**src/hw/rtl/fgnh_pkg.sv**
```systemverilog
// shared types and constants for the fractal gradient noise height block
// no dependencies; imported by the other files of the block except the checker
package fgnh_pkg;

    localparam int unsigned GridSideDefault = 512;
    localparam int unsigned TableSize       = 256;
    localparam int unsigned TableAw         = 8;
    localparam int unsigned HashW           = 3;
    localparam int unsigned CellW           = 9;
    localparam int unsigned HeightW         = 24;
    localparam int unsigned CfgAw           = 3;
    localparam int unsigned CfgDw           = 24;

    // input mode codes
    localparam logic MODE_LOAD = 1'b0;
    localparam logic MODE_CELL = 1'b1;

    // configuration register indexes
    typedef enum logic [CfgAw-1:0] {
        CFG_FREQ  = 3'd0,
        CFG_OCT   = 3'd1,
        CFG_PERS  = 3'd2,
        CFG_FLOOR = 3'd3,
        CFG_CEIL  = 3'd4
    } t_cfg_idx;

    typedef struct packed {
        logic [15:0]        freq;
        logic [3:0]         oct;
        logic [15:0]        pers;
        logic signed [23:0] floor_h;
        logic signed [23:0] ceil_h;
    } t_cfg;

    // one classified word handed from the front end to the back end
    typedef struct packed {
        logic               is_cell;
        logic [TableAw-1:0] idx;
        logic [HashW-1:0]   val;
        logic [CellW-1:0]   x;
        logic [CellW-1:0]   z;
    } t_job;

endpackage

```
**src/hw/rtl/fgnh_out_fifo.sv**
```systemverilog
// two-entry result queue between the back end and the result port
// depends on fgnh_pkg
module fgnh_out_fifo (
    input  logic               i_clk,
    input  logic               i_rst_n,
    input  logic               i_push,
    input  logic signed [23:0] i_data,
    output logic               o_full,
    input  logic               i_pop,
    output logic               o_empty,
    output logic signed [23:0] o_data
);
    import fgnh_pkg::*;

    logic signed [HeightW-1:0] r_slot [2];
    logic                      r_wp;
    logic                      r_rp;
    logic [1:0]                r_cnt;
    logic                      w_in;
    logic                      w_out;

    assign o_full  = (r_cnt == 2'd2);
    assign o_empty = (r_cnt == 2'd0);
    assign o_data  = r_slot[r_rp];
    assign w_in    = i_push && !o_full;
    assign w_out   = i_pop && !o_empty;

    always_ff @(posedge i_clk) begin
        if (w_in) begin
            r_slot[r_wp] <= i_data;
        end
    end

    always_ff @(posedge i_clk) begin
        if (!i_rst_n) begin
            r_wp  <= 1'b0;
            r_rp  <= 1'b0;
            r_cnt <= 2'd0;
        end else begin
            if (w_in) begin
                r_wp <= ~r_wp;
            end
            if (w_out) begin
                r_rp <= ~r_rp;
            end
            r_cnt <= r_cnt + 2'(w_in) - 2'(w_out);
        end
    end

endmodule

```
**config.mk**
```make
export PLATFORM = sky130hd
export DESIGN_NAME = fgnh_out_fifo
export DESIGN_NICKNAME = d
export VERILOG_FILES = /design/src/hw/rtl/fgnh_pkg.sv /design/src/hw/rtl/fgnh_out_fifo.sv
export SDC_FILE = /design/constraint.sdc
export NUM_CORES = 1
export LEC_CHECK = 0
export ABC_AREA = 1
export BUFFER_PORTS_ARGS = -buffer_cell sky130_fd_sc_hd__buf_4
export CORE_MARGIN = 3
export CORE_UTILIZATION = 40
export CTS_CLUSTER_DIAMETER = 60
export DETAILED_ROUTE_END_ITERATION = 6
export GPL_ROUTABILITY_DRIVEN = 0
export MAX_ROUTING_LAYER = met4
export PLACE_DENSITY = 0.71
export SLEW_MARGIN = 20
export SYNTH_ARGS = -nofsm -noshare
export SYNTH_HDL_FRONTEND = slang
export SYNTH_SLANG_ARGS = --single-unit
```
**constraint.sdc**
```tcl
create_clock -name i_clk -period 2.06 [get_ports i_clk]
set_input_delay 0.206 -clock i_clk [delete_from_list [all_inputs] [get_ports i_clk]]
set_output_delay 0.206 -clock i_clk [all_outputs]
set_load 0.03 [all_outputs]
```
==> results.py, run 1 <==
metrics = {
    "timing": {
        "timing.hold.ws_ns": 0.0896,
        "setup_slack_ns": 0.428,
        "tightest_slew_ns": 0.272,
        "layout_worst_path_cycle_share": 0.792,
        "min_period_ns": 1.63,
        "setup_violations": 0,
        "rsz0062_at_grt": "false",
        "finalSetupTns_ns": 0,
        "maxSlewHeadroom": 0.818,
        "hold_viol": 0,
        "final_max_slew_viol_count": 0,
        "clock_skew_ns": 0.00309,
        "max_freq_mhz": 613,
    },
    "worst_setup_path": {
        "endpoint": "o_data[5]",
        "rr_startpoint": "r_cnt[0]$_SDFF_PN0_",
        "worstPathMaxFanout": 14,
        "end_kind": "output port",
        "crit_type": "reg -> out",
        "rr_worst_depth": 10,
        "critPathArrivalTime_ns": 1.43,
        "rr_endpoint": "r_cnt[1]$_SDFF_PN0_",
        "regToRegSetupSlack_ns": 0.43,
        "required_ns": 1.85,
        "cp-start-kind": "flip-flop",
    },
    "global_route": {
        "globalRouteTotalUtil": 0.123,
        "grt_max_degree": 17,
        "overflow": 0,
        "antenna_found_initial": 0,
        "grt_pass1_wl_um": 5630,
        "grt_pass1_vias": 1205,
    },
    "floorplanning": {
        "row_count": 25,
        "die_w_um": 78.2,
        "start_util": 0.427,
        "dieHeight_um": 78.2,
        "io_pins": 54,
        "core-area_um2": 4880,
        "die_area_um2": 6120,
    },
    "power": {
        "vdd_drop_max_v": 0.000697,
        "power.switching_mw": 1.08,
        "power_density_nw_per_um2": 1250,
        "p_sw_frac": 0.324,
        "p_seq_frac": 0.425,
        "power_frac_clock": 0.201,
        "p_int_mw": 2.27,
        "total_power_mw": 3.35,
        "p_leak_nw": 1.10,
        "combPwrFrac": 0.374,
    },
    "final_layout": {
        "drive_gt1_frac": 0.514,
        "area_growth_pct": 28.2,
        "nNetsFinal": 206,
        "design_area_um2": 2670,
        "final_cells": 244,
        "num-fill-cells": 408,
        "postLayoutCoreUtil": 0.548,
        "antennaDiodeCount": 0,
    },
    "route": {
        "post_drt_wl_per_cell_um": 14.5,
        "drc_errors": 0,
        "drt-pass1-iter-count": 4,
        "drtAntennaViolNets": 0,
        "wl_um": 3540,
        "avgViaCountPerCell": 4.65,
        "num_vias": 1135,
        "drt_iter0_drc": 67,
    },
    "clock_network": {
        "cts-root-buf": "clkbuf_8",
        "cts_tree": "built",
        "cts_buffers": 5,
        "cts_setup_buffers": 0,
        "clk_latency_ns": 0.29,
        "clk_path_buf_depth": 2,
        "htreeDepth": 2,
        "ctsHoldBuffers": 0,
        "cts_num_sinks": 53,
        "clk_pin_slew_ns": 0.09,
        "ctsResizeCount": 0,
    },
    "place": {
        "post-place-ws_ns": 0.448,
        "hpwlAfterDp_um": 2640,
        "place_area_um2": 2560,
        "port_buffers": 53,
        "dp.cells": 236,
    },
    "synth": {
        "yosysSeqAreaShare": 0.739,
        "synth_cells": 113,
        "synth_cell_types": 12,
        "syn_avg_cell_area_um2": 18.5,
        "synth_nets": 143,
        "synth_area_um2": 2090,
        "yosysWarnings": 0,
        "synth_seq_cells": 53,
    },
    "status": {
        "outcome": "complete, no violations",
    },
    "hold_path": {
        "worst_hold_path_type": "in -> reg",
    },
    "job": {
        "maxCapViolCount": 0,
    },
}
cells in the final DEF, fill, tap and decap left out:
master and count:
a21oi_1 2, buf_4 59, bufinv_16 1, clkbuf_8 5
clkinv_1 1, clkinvlp_4 1, dfxtp_1 5, edfxtp_1 48
ha_1 2, inv_1 9, mux2_2 4, mux2_4 20
nand2_1 9, nand3_1 3, nor2_1 7, nor2_2 1
synthesized netlist by cell type:
cell,count,area share
edfxtp_1,48,0.69
nand3_1,3,0.0072
a21oi_1,2,0.0048
mux2_2,4,0.022
nor2_1,8,0.014
buf_6,1,0.0054
mux2_4,20,0.14
inv_1,9,0.016
ha_1,2,0.012
buf_12,2,0.019
dfxtp_1,5,0.048
nand2_1,9,0.016
worst min path at each step:
stage / from / endpoint / slack, ns / depth (start not counted)
floorplan: i_rst_n / r_cnt[0]$_SDFF_PN0_ / 0.30 / 2
global placement: i_data[18] / r_slot[0][18]$_DFFE_PP_ / 0.39 / 1
detailed placement: i_data[0] / r_slot[0][0]$_DFFE_PP_ / 0.39 / 1
CTS: i_data[17] / r_slot[1][17]$_DFFE_PP_ / 0.07 / 1
global route: i_data[17] / r_slot[1][17]$_DFFE_PP_ / 0.06 / 1
finish: i_data[0] / r_slot[1][0]$_DFFE_PP_ / 0.09 / 1
flip-flops by register name, summed over array words and instances, names as in the netlist, named ones only:
name / cells
r_cnt: 2
r_rp: 1
r_wp: 1
r_slot: 48
layout make-up:
cell class | instances | area [um^2] | area share
inverter | 9 | 33.8 | 0.0126
clock buffer | 5 | 68.8 | 0.0257
clock inverter | 3 | 41.3 | 0.0154
multi-input combinational | 48 | 462 | 0.173
sequential | 53 | 1540 | 0.577
tap | 67 | 83.8 | 0.0314
timing repair buffer | 59 | 443 | 0.166
power by group through the flow:
stage	Sequential, mW	Combinational [mW]	Clock, mW
6_report	1.42	1.25	0.673
5_1_grt	1.44	1.34	0.753
4_1_cts	1.43	1.27	0.698
3_5_place_dp	1.45	1.27	0
3_3_place_gp	1.43	1.23	0
2_1_floorplan	1.43	0.906	0
critical path, stage by stage (launching register included):
cell and delay [ns]:
dfxtp_1 0.34, buf_4 0.28, mux2_4 0.34, buf_4 0.17
layer usage:
layer,GRT usage,vias to the layer above,routed length [um]
li1,-,534,-
met1,0.130,554,1370
met2,0.214,45,1890
met3,0.0482,2,261
met4,0.0367,0,16
met5,-,-,0
cells by family (layout without fill, tap and decap cells):
kind of cell	count (synthesis)	after routing	synth area share
compound gates	2	2	0.00480
buf+inv	12	76	0.0408
mux	24	24	0.166
flops	53	53	0.739
simple gates	20	20	0.0378
fa+ha+maj	2	2	0.0120
No activity file was read; power rests on OpenSTA's default activity.
==> inputs of run 2 (changes only) <==
==> constraint.sdc (replaced) <==
create_clock -name i_clk -period 1.5 [get_ports i_clk]
set_input_delay 0.15 -clock i_clk [delete_from_list [all_inputs] [get_ports i_clk]]
set_output_delay 0.15 -clock i_clk [all_outputs]
set_load 0.03 [all_outputs]
==> run 2 against run 1 <==
Setup slack worse by 0.41 ns. Largest cell class unchanged. Count of clock-buffer cells in the layout unchanged. Die area unchanged. Wire length up 15%. Combinational power grew 94%. Via count up 4.3%. Final cell count up 4.5%. Design area up 14%. Power grew 65%. Sequential power increased by 42%. Core utilization grew 7.6 points. Highest routed layer unchanged. Critical path type unchanged. Non-clock buffer count rose by 11.
==> results.py, run 2 (synthesis results as in run 1) <==
metrics = {
    "worst_setup_path": {
        "critPathArrivalTime_ns": 1.34,
        "crit_type": "reg -> out",
        "rr_worst_depth": 10,
        "rr_endpoint": "r_cnt[1]$_SDFF_PN0_",
        "worstPathMaxFanout": 7,
        "cp-start-kind": "flip-flop",
        "required_ns": 1.35,
        "rr_startpoint": "r_cnt[0]$_SDFF_PN0_",
        "end_kind": "output port",
        "regToRegSetupSlack_ns": 0.03,
    },
    "final_layout": {
        "final_cells": 255,
        "top_regs": "r_slot x48, r_cnt x2",
        "largest_register": "r_slot",
        "area_growth_pct": 46.0,
        "num-fill-cells": 378,
        "largest_reg_flops": 48,
        "layout_commonest_cell": "edfxtp_1",
        "antennaDiodeCount": 0,
        "regArea_um2": 1550,
        "nNetsFinal": 217,
        "final_cell_mix": "48 x edfxtp_1, 36 x buf_4, 29 x buf_6",
        "postLayoutCoreUtil": 0.624,
        "drive_gt1_frac": 0.633,
        "multi_input_area_um2": 548,
        "design_area_um2": 3040,
    },
    "clock_network": {
        "htreeDepth": 2,
        "clk_path_buf_depth": 2,
        "cts-root-buf": "clkbuf_8",
        "cts_num_sinks": 53,
        "clk_pin_slew_ns": 0.09,
        "cts_buffers": 5,
        "cts_tree": "built",
        "clk_latency_ns": 0.30,
    },
    "timing": {
        "max_freq_mhz": 673,
        "timing.hold.ws_ns": 0.0321,
        "hold_viol": 0,
        "layout_worst_path_cycle_share": 0.990,
        "final_max_slew_viol_count": 0,
        "maxSlewHeadroom": 0.878,
        "min_period_ns": 1.49,
        "clock_skew_ns": 0.00494,
        "rsz0062_at_grt": "true",
        "finalSetupTns_ns": 0,
        "tightest_slew_ns": 0.183,
        "setup_violations": 0,
    },
    "floorplanning": {
        "die_w_um": 78.2,
        "io_pins": 54,
        "start_util": 0.427,
        "row_count": 25,
        "core-area_um2": 4880,
        "dieHeight_um": 78.2,
        "die_area_um2": 6120,
    },
    "global_route": {
        "grt_max_degree": 17,
        "antenna_found_initial": 0,
        "overflow": 0,
        "globalRouteTotalUtil": 0.142,
        "grt_pass1_wl_um": 6420,
        "grt_pass1_vias": 1330,
    },
    "power": {
        "vdd_drop_max_v": 0.000970,
        "power_density_nw_per_um2": 1820,
        "p_leak_nw": 1.24,
    },
    "place": {
        "dp.cells": 239,
        "hpwlAfterDp_um": 2910,
        "port_buffers": 53,
        "place_area_um2": 2640,
    },
    "route": {
        "wl_um": 4060,
        "drt-pass1-iter-count": 4,
        "drt_iter0_drc": 49,
        "drc_errors": 0,
        "num_vias": 1184,
        "avgViaCountPerCell": 4.64,
        "post_drt_wl_per_cell_um": 15.9,
        "drtAntennaViolNets": 0,
    },
    "hold_path": {
        "hp-start": "i_data[23]",
        "min_path_cells": 1,
        "hold_end": "r_slot[0][23]$_DFFE_PP_",
        "worst_hold_path_type": "in -> reg",
    },
    "status": {
        "outcome": "complete, no violations",
    },
    "job": {
        "maxCapViolCount": 0,
    },
}
-- run 2: metrics by stage --
stage | power [mW] | worst slack [ns]
after global routing | 5.81 | -0.0415
after detailed placement | 3.89 | -0.0908
after CTS | 5.23 | -0.00760
after floorplan | 3.25 | 0.0137
after global placement | 3.80 | 0.105
final | 5.54 | 0.0145
-- run 2: per-layer routing --
metal | vias to the layer above | GRT usage | part of all wire
met5 | - | - | 0
met4 | 0 | 0.0367 | 0.0091
met3 | 4 | 0.0459 | 0.058
met2 | 41 | 0.259 | 0.54
met1 | 580 | 0.149 | 0.39
li1 | 559 | - | -
-- run 2: critical path, stage by stage, from the launching register on --
cell,delay (ns)
dfxtp_4,0.43
buf_8,0.16
mux2_4,0.31
buf_6,0.14
-- run 2: area by class of cell --
cell class,instances,area share
tap,67,0.0275
clock buffer,5,0.0226
timing repair buffer,70,0.229
sequential,53,0.508
inverter,9,0.0111
clock inverter,3,0.0214
multi-input combinational,48,0.180
-- run 2: repair_timing --
action                                  in CTS  in global routing
setup buffers                                7                  0
resized for setup                           16                 37
pin swaps                                    1                  1
endpoints found under the setup margin      24                 25
hold buffers                                 0                  0
cloned                                       0                  1
-- run 2: worst max path at each step --
stage | cells past startpoint | endpoint
final | 3 | o_data[21]
after global routing | 3 | o_data[19]
after CTS | 3 | o_data[23]
after detailed placement | 10 | r_cnt[1]$_SDFF_PN0_
after global placement | 10 | r_cnt[1]$_SDFF_PN0_
after floorplan | 9 | r_cnt[1]$_SDFF_PN0_
-- run 2: power breakdown --
part	total, mW	internal, mW	switching [mW]
Clock	1.10	0.662	0.438
Combinational	2.43	1.25	1.18
Sequential	2.01	1.89	0.119
Total	5.54	3.81	1.73
