<file path="config.mk">
export PLATFORM = sky130hd
export DESIGN_NAME = fgnh_front
export DESIGN_NICKNAME = d
export VERILOG_FILES = /design/src/hw/rtl/fgnh_pkg.sv /design/src/hw/rtl/fgnh_front.sv
export SDC_FILE = /design/constraint.sdc
export NUM_CORES = 1
export LEC_CHECK = 0
export BUFFER_PORTS_ARGS = -buffer_cell sky130_fd_sc_hd__buf_4
export CORE_MARGIN = 2
export CORE_UTILIZATION = 50
export DETAILED_ROUTE_END_ITERATION = 6
export GPL_ROUTABILITY_DRIVEN = 0
export PLACE_DENSITY = 0.83
export SLEW_MARGIN = 20
export SYNTH_ARGS = -nofsm -noshare
export SYNTH_HDL_FRONTEND = slang
export SYNTH_SLANG_ARGS = --single-unit
</file>
<file path="constraint.sdc">
create_clock -name i_clk -period 3.3 [get_ports i_clk]
set_clock_uncertainty 0.2 [all_clocks]
set_input_delay 0.66 -clock i_clk [delete_from_list [all_inputs] [get_ports i_clk]]
set_output_delay 0.66 -clock i_clk [all_outputs]
set_load 0.02 [all_outputs]
</file>
<file path="src/hw/rtl/fgnh_pkg.sv">
// shared types and constants for the fractal gradient noise height block
// no dependencies; imported by the other files of the block except the checker
package fgnh_pkg;

    localparam int unsigned GridSideDefault = 512;
    localparam int unsigned TableSize       = 256;
    localparam int unsigned TableAw         = 8;
    localparam int unsigned HashW           = 3;
    localparam int unsigned CellW           = 9;
    localparam int unsigned HeightW         = 24;
    localparam int unsigned CfgAw           = 3;
    localparam int unsigned CfgDw           = 24;

    // input mode codes
    localparam logic MODE_LOAD = 1'b0;
    localparam logic MODE_CELL = 1'b1;

    // configuration register indexes
    typedef enum logic [CfgAw-1:0] {
        CFG_FREQ  = 3'd0,
        CFG_OCT   = 3'd1,
        CFG_PERS  = 3'd2,
        CFG_FLOOR = 3'd3,
        CFG_CEIL  = 3'd4
    } t_cfg_idx;

    typedef struct packed {
        logic [15:0]        freq;
        logic [3:0]         oct;
        logic [15:0]        pers;
        logic signed [23:0] floor_h;
        logic signed [23:0] ceil_h;
    } t_cfg;

    // one classified word handed from the front end to the back end
    typedef struct packed {
        logic               is_cell;
        logic [TableAw-1:0] idx;
        logic [HashW-1:0]   val;
        logic [CellW-1:0]   x;
        logic [CellW-1:0]   z;
    } t_job;

endpackage

</file>
<file path="src/hw/rtl/fgnh_front.sv">
// front end: accepts input words, classifies them and queues them as jobs
// depends on fgnh_pkg
module fgnh_front (
    input  logic                 i_clk,
    input  logic                 i_rst_n,
    input  logic                 i_push,
    output logic                 o_full,
    input  logic                 i_mode,
    input  logic [7:0]           i_table_index,
    input  logic [7:0]           i_table_value,
    input  logic [8:0]           i_cell_x,
    input  logic [8:0]           i_cell_z,
    output logic                 o_job_valid,
    input  logic                 i_job_ready,
    output fgnh_pkg::t_job       o_job
);
    import fgnh_pkg::*;

    t_job       r_slot [2];
    logic       r_wp;
    logic       r_rp;
    logic [1:0] r_cnt;
    logic       w_in;
    logic       w_out;
    t_job       w_job;

    assign o_full      = (r_cnt == 2'd2);
    assign o_job_valid = (r_cnt != 2'd0);
    assign o_job       = r_slot[r_rp];
    assign w_in        = i_push && !o_full;
    assign w_out       = o_job_valid && i_job_ready;

    always_comb begin
        w_job.is_cell = (i_mode == MODE_CELL);
        w_job.idx     = i_table_index;
        w_job.val     = i_table_value[HashW-1:0];  // gradient only needs the low bits
        w_job.x       = i_cell_x;
        w_job.z       = i_cell_z;
    end

    always_ff @(posedge i_clk) begin
        if (w_in) begin
            r_slot[r_wp] <= w_job;
        end
    end

    always_ff @(posedge i_clk) begin
        if (!i_rst_n) begin
            r_wp  <= 1'b0;
            r_rp  <= 1'b0;
            r_cnt <= 2'd0;
        end else begin
            if (w_in) begin
                r_wp <= ~r_wp;
            end
            if (w_out) begin
                r_rp <= ~r_rp;
            end
            r_cnt <= r_cnt + 2'(w_in) - 2'(w_out);
        end
    end

endmodule

</file>
==> metrics.txt, run 1 <==
vias per cell 4.97; GRT Overall Usage 17.0%; Synthesized Nets 160; crit end category output port; Slew Limit Fails 0; Setup CP Type register to output port; PD cells 752 mW/mm^2; total vias in the final route 1,263; RSZ-0062 raised after global routing false; Antenna Nets Post-Route 0; final hold vios 0; routed wire length 4150 um; Critical Path Start Type register; Synth Cell Area 0.00241 mm^2; critical path fanouts, max 27; Netlist cell types 16; final period utilization 75.6%; TritonCTS Buffers 9; Synth Instances 119; grt ovf 0; Yosys reg bits 65; Root Driver clkbuf_8; post-cts sizing count 0; setup ws final 0.806 ns; Static Leak 1.21 nW; Clock Tree Buf Depth 2; # DRC 0; Final HPWL DP 2870 um; drt wl/cell 16.4 um; Yosys top cell area share 74.8%; Clock Pin Slew Worst Setup and Hold Paths 0.07 ns; Critical Path RT 2.44 ns; initial antenna violation count 0; final instance area 0.00311 mm^2; Final nets 237; first-pass GRT wire length 6380 um; Placeable Area 0.00469 mm^2; Tmin final 2.49 ns; FP Rows 25; setup bufs post-CTS 0; number of global-route vias before repair 1,367; # clock sinks 65; VDD IR-drop max 0.437 mV; maximum capacitance violations 0; Avg Synthesized Cell Area 20.2 um^2; fillers 343; Setup violations, final 0; sequential share of power 46.0%; die height 73.4 um; PortBufs 65; Die Area 0.00539 mm^2; Clock Latency Late Sink 0.33 ns; Sw Pwr 701 uW; layout cells sized above 1 56.5%; cell accounting for the most synthesized area edfxtp_1; Worst Hold Class input port to register; Fin Setup TNS 0 ns; worst reg-to-reg setup slack 1.29 ns; sequential area share after synthesis 79.0%; Ports 71; Layout area overhead 29.3%; Die W 73.4 um; diode count 0; Int Pwr 1.64 mW; Worst slew margin 57.3%; clock power share 22.6%; dpl ws 1.04 ns; First DRT Iteration DRCs 67; worst path arrival time 1.63 ns; initial cell density of the core 51.3%; outcome completed; Tightest Pin Transition 0.641 ns; sw frac 29.9%; largest net degree at the start of global routing 28; hold slack final 0.309 ns; DP Area 0.00296 mm^2; synth top area cells edfxtp_1, mux2_2, dfxtp_1; Comb pwr share 31.3%; router iterations before antenna repair 4; H-tree lvl count 3; Yosys warning count 0; CTS tree built; # hold bufs at CTS 0; fmax 401 MHz
## synthesized netlist by cell type (all sizes together)
library cell / n
and2: 1
and3: 1
buf: 3
dfxtp: 5
edfxtp: 60
ha: 2
inv: 3
mux2: 30
mux2i: 1
nand2: 2
nand2b: 2
nor2: 4
o21a: 1
or2: 1
xnor2: 2
xor2: 1
## cells by family (layout without fill, tap and decap cells)
kind of cell / Yosys count / in the layout / synth area share (%)
AO/OA/AOI/OAI: 1 / 1 / 0.364
XOR/XNOR: 3 / 3 / 1.09
adder cells (fa/ha/maj): 2 / 2 / 1.04
buffers and inverters: 6 / 87 / 1.87
flip-flops: 65 / 65 / 79.0
multiplexers: 31 / 31 / 14.4
AND/OR/NAND/NOR: 11 / 11 / 2.23
## state kept, by name (all words and copies together) (netlist names), named ones only
register / cells
r_cnt: 2
r_rp: 1
r_slot: 60
r_wp: 1
## power groups by stage
| stage | logic (mW) | registers [mW] | clock network, mW |
|---|---|---|---|
| 6_report | 0.734 | 1.08 | 0.530 |
| 5_1_grt | 0.789 | 1.09 | 0.580 |
| 4_1_cts | 0.745 | 1.08 | 0.543 |
| 3_5_place_dp | 0.741 | 1.10 | 0 |
| 3_3_place_gp | 0.714 | 1.08 | 0 |
| 2_1_floorplan | 0.471 | 1.09 | 0 |
## worst max-delay path, cell delays in order, from the launching register on
cell and delay [ns]:
dfxtp_1 0.38, buf_4 0.36, mux2_2 0.39, buf_4 0.16
## metrics by stage
| stage | instances | utilization [%] | power [mW] |
|---|---|---|---|
| 4_1_cts | 254 | 66.4 | 2.37 |
| 6_report | 254 | 66.4 | 2.34 |
| 3_3_place_gp | 239 | 63.1 | 1.80 |
| 3_5_place_dp | 239 | 63.1 | 1.84 |
| 5_1_grt | 254 | 66.4 | 2.46 |
| 2_1_floorplan | 119 | - | 1.56 |
## layer usage
layer,share of wire (%),GRT usage (%),wire length (um),vias to the layer above
met3,6.6,5.49,273,11
li1,-,-,-,606
met1,37,17.9,1550,594
met2,53,29.4,2220,52
met5,0,0,0,-
met4,2.7,10.5,112,0
## area by class of cell
type | instances | area [um^2] | area share [%]
inverter | 3 | 11.3 | 0.362
timing repair buffer | 69 | 518 | 16.6
multi-input combinational | 48 | 464 | 14.9
tap | 54 | 67.6 | 2.17
sequential | 65 | 1900 | 61.1
clock buffer | 10 | 128 | 4.10
clock inverter | 5 | 23.8 | 0.763
## final timing paths
check | startpoint | to | cells past startpoint
setup reg to reg | r_cnt[0] | r_slot[1][20] | 3
hold / removal | i_cell_x[5] | r_slot[1][14] | 1
setup / recovery | register | o_job[4] | 3
hold reg to reg | r_wp | r_wp | 2
## cells in the final DEF (no fill, tap or decap), drive strengths merged
cell type	n
and2	1
and3	1
buf	69
clkbuf	10
clkinv	4
clkinvlp	1
dfxtp	5
edfxtp	60
ha	2
inv	3
mux2	30
mux2i	1
nand2	2
nand2b	2
nor2	4
o21a	1
or2	1
xnor2	2
xor2	1
(Power assumes the default switching activity.)
==> run 2: changes to the inputs <==
--- a/config.mk
+++ b/config.mk
@@ -5,12 +5,13 @@
 export SDC_FILE = /design/constraint.sdc
 export NUM_CORES = 1
 export LEC_CHECK = 0
+export ABC_AREA = 1
 export BUFFER_PORTS_ARGS = -buffer_cell sky130_fd_sc_hd__buf_4
 export CORE_MARGIN = 2
-export CORE_UTILIZATION = 50
+export CORE_UTILIZATION = 46
 export DETAILED_ROUTE_END_ITERATION = 6
 export GPL_ROUTABILITY_DRIVEN = 0
-export PLACE_DENSITY = 0.83
+export PLACE_DENSITY = 0.8
 export SLEW_MARGIN = 20
 export SYNTH_ARGS = -nofsm -noshare
 export SYNTH_HDL_FRONTEND = slang
==> constraint.sdc (replaced) <==
create_clock -name i_clk -period 2 [get_ports i_clk]
set_clock_uncertainty 0.2 [all_clocks]
set_input_delay 0.4 -clock i_clk [delete_from_list [all_inputs] [get_ports i_clk]]
set_output_delay 0.4 -clock i_clk [all_outputs]
set_load 0.02 [all_outputs]
==> run 2 against run 1 <==
Final area rose by 9.1%. Final cell count rose by 13%. Via count rose by 4.5%. Die area rose by 13%. Core utilization fell by 3.5 points. Count of clock-buffer cells in the layout did not move. Combinational power rose by 89%. Synthesized area rose by 5.0%. Non-clock buffer count rose by 2. Flip-flop and latch count did not move. Clock power rose by 140%. Synthesized cell count rose by 9.2%.
==> metrics.txt, run 2 <==
outcome completed (unchanged); final hold vios 0 (unchanged); fillers 424 (was 343); mux cell area share after synthesis 17.8% (was 14.4%); R2R Path Start r_cnt[0] (unchanged); cell accounting for the most synthesized area edfxtp_1 (unchanged); Yosys warning count 0 (unchanged); M1 GR Usage 13.5% (was 17.9%); busiest grt layer met2 (unchanged); Fin Setup TNS 0 ns (unchanged); Slew Limit Fails 0 (unchanged); Worst slew margin 88.2% (was 57.3%); # clock sinks 65 (unchanged); largest family of logic cells by synthesized area multiplexers (unchanged); Biggest register r_slot (unchanged); Root Driver clkbuf_8 (unchanged); xor and xnor area share after synthesis 0% (was 1.09%); PortBufs 65 (unchanged); Clock Tree Buf Depth 2 (unchanged); final period utilization 97.3%; TritonCTS Buffers 9 (unchanged); count leader, synth edfxtp_1 (unchanged); synth top area cells edfxtp_1, mux2_4, dfxtp_1 (was edfxtp_1, mux2_2, dfxtp_1); max incr delay on CP 0.37 ns (was 0.39 ns); Die Area 0.00611 mm^2 (was 0.00539 mm^2); first-pass GRT wire length 5940 um (was 6380 um); Post-synth top cells edfxtp_1, mux2_4, nand2_1 (was edfxtp_1, mux2_2, dfxtp_1); maximum capacitance violations 0 (unchanged); # hold bufs at CTS 0 (unchanged); # DRC 0 (unchanged); Antenna Nets Post-Route 0 (unchanged); number of flops mapped to enable cells by yosys 60 (unchanged); H-tree lvl count 3 (unchanged); Die W 78.2 um (was 73.4 um); largest net degree at the start of global routing 31 (was 28); Largest regs r_slot x60, r_cnt x2 (unchanged); router iterations before antenna repair 4 (unchanged); Layout area overhead 34.3% (was 29.3%); Ports 71 (unchanged); Setup CP Type register to output port (unchanged); most common cell after layout, fill and taps aside buf_4 (unchanged); total vias in the final route 1,320 (was 1,263); Critical Path RT 1.40 ns (was 2.44 ns); VDD IR-drop max 0.941 mV (was 0.437 mV); Yosys top cell area share 71.2% (was 74.8%); RSZ-0062 raised after global routing false (unchanged); Synth Instances 130 (was 119); diode count 0 (unchanged); Avg Synthesized Cell Area 19.5 um^2 (was 20.2 um^2); critical path fanouts, max 16 (was 27); fmax 514 MHz; routed wire length 3990 um (was 4150 um); Endpoint, Worst Hold r_slot[0][12] (was r_slot[1][14]); FP Rows 27 (was 25); hold path cells 1 (unchanged); Synth Area in Adders 0.989% (was 1.04%); Setup violations, final 0 (unchanged); Synth Area in Compound Gates 0.396% (was 0.364%); max FFs per register 60 (unchanged); die height 78.2 um (was 73.4 um); vias per cell 4.62 (was 4.97); CTS tree built (unchanged); share of flip-flops with an asynchronous set or reset 0% (unchanged); grt ovf 0 (unchanged); worst flop-to-flop path endpoint r_cnt[1] (was r_slot[1][20]); hold path start i_cell_x[3] (was i_cell_x[5]); worst reg-to-reg setup slack 0.26 ns (was 1.29 ns); GRT Overall Usage 13.4% (was 17.0%); Synthesized Nets 171 (was 160); Final HPWL DP 2810 um (was 2870 um); crit end category output port (unchanged); Clock Latency Late Sink 0.32 ns (was 0.33 ns); Synth Cell Area 0.00253 mm^2 (was 0.00241 mm^2); most used flip-flop cell after synthesis edfxtp_1 (unchanged); PD cells 1310 mW/mm^2 (was 752 mW/mm^2); initial cell density of the core 46.8% (was 51.3%); sequential area share after synthesis 75.2% (was 79.0%); Yosys reg bits 65 (unchanged); Final nets 250 (was 237); Worst Hold Class input port to register (unchanged); met3 track demand over resource 3.22% (was 5.49%); GR Layer Usage met2 24.7% (was 29.4%); Placeable Area 0.00541 mm^2 (was 0.00469 mm^2); Post-Synth Simple-Gate Area 3.12% (was 2.23%); R2R depth 10 (was 3); hold slack final 0.0588 ns (was 0.309 ns); most frequent cells in the layout buf_4, edfxtp_1, mux2_4 (was buf_4, edfxtp_1, mux2_2); layout cells sized above 1 54.7% (was 56.5%); Tmin final 1.95 ns; First DRT Iteration DRCs 43 (was 67); number of global-route vias before repair 1,298 (was 1,367); worst path arrival time 1.35 ns (was 1.63 ns); Clock Pin Slew Worst Setup and Hold Paths 0.07 ns (about the same); Static Leak 1.40 nW (was 1.21 nW); Critical Path Start Type register (unchanged); Netlist cell types 10 (was 16); initial antenna violation count 0 (unchanged); Tightest Pin Transition 0.177 ns (was 0.641 ns); cells along the critical path buf_12 -> mux2_4 -> buf_4 (was buf_4 -> mux2_2 -> buf_4); drt wl/cell 14.0 um (was 16.4 um); CP max stage cell dfxtp_4 (was mux2_2)
run 2: logic make-up after synthesis:
kind of cell	after synthesis
AOI/OAI and AO/OA	2
DFF	65
muxes	30
buffers and inverters	11
adders and majority gates	2
and+or+nand+nor	20
run 2: worst max-delay path by stage:
stage	from	endpoint
finish	register	o_job[23]
global route	register	o_job[23]
CTS	register	o_job[23]
detailed placement	register	o_job[23]
global placement	register	o_job[12]
floorplan	r_cnt[0]	r_slot[0][0]
run 2: metrics by stage:
step,utilization [%],cells,setup WS (ns),total power [mW],instance area [um^2]
floorplan,-,130,0.0433,2.72,2530
global placement,58.3,269,0.253,3.19,3150
detailed placement,58.3,269,0.254,3.23,3150
CTS,62.8,286,0.0269,4.52,3400
global route,62.8,286,0.00877,4.66,3400
finish,62.8,286,0.0532,4.47,3400
run 2: cell type report:
cell class	instances	area (um^2)	share of cell area, %
sequential	65	1910	56.1
timing repair buffer	71	571	16.8
multi-input combinational	54	567	16.7
clock buffer	10	128	3.76
clock inverter	6	106	3.13
tap	72	90.1	2.65
inverter	8	30.0	0.884
run 2: power by group:
part           leakage (nW)  switching (mW)  internal, mW
Combinational         0.679           0.691         0.702
Sequential            0.602          0.0718          1.73
Clock                 0.114           0.451         0.822
run 2: metal layers:
layer / vias to the layer above / routed length (um)
met4: 0 / 82
met5: - / 0
met1: 632 / 1520
li1: 640 / -
met3: 8 / 193
met2: 40 / 2190
run 2: what timing repair did:
item	in CTS	in global routing
resized for setup	1	0
endpoints found under the setup margin	26	0
setup buffers	1	0
run 2: worst max-delay path, delay by kind of cell (launching register included):
| kind | cells | cell delay (ns) |
|---|---|---|
| multiplexers | 1 | 0.32 |
| flip-flops | 1 | 0.37 |
| buffers and inverters | 2 | 0.34 |
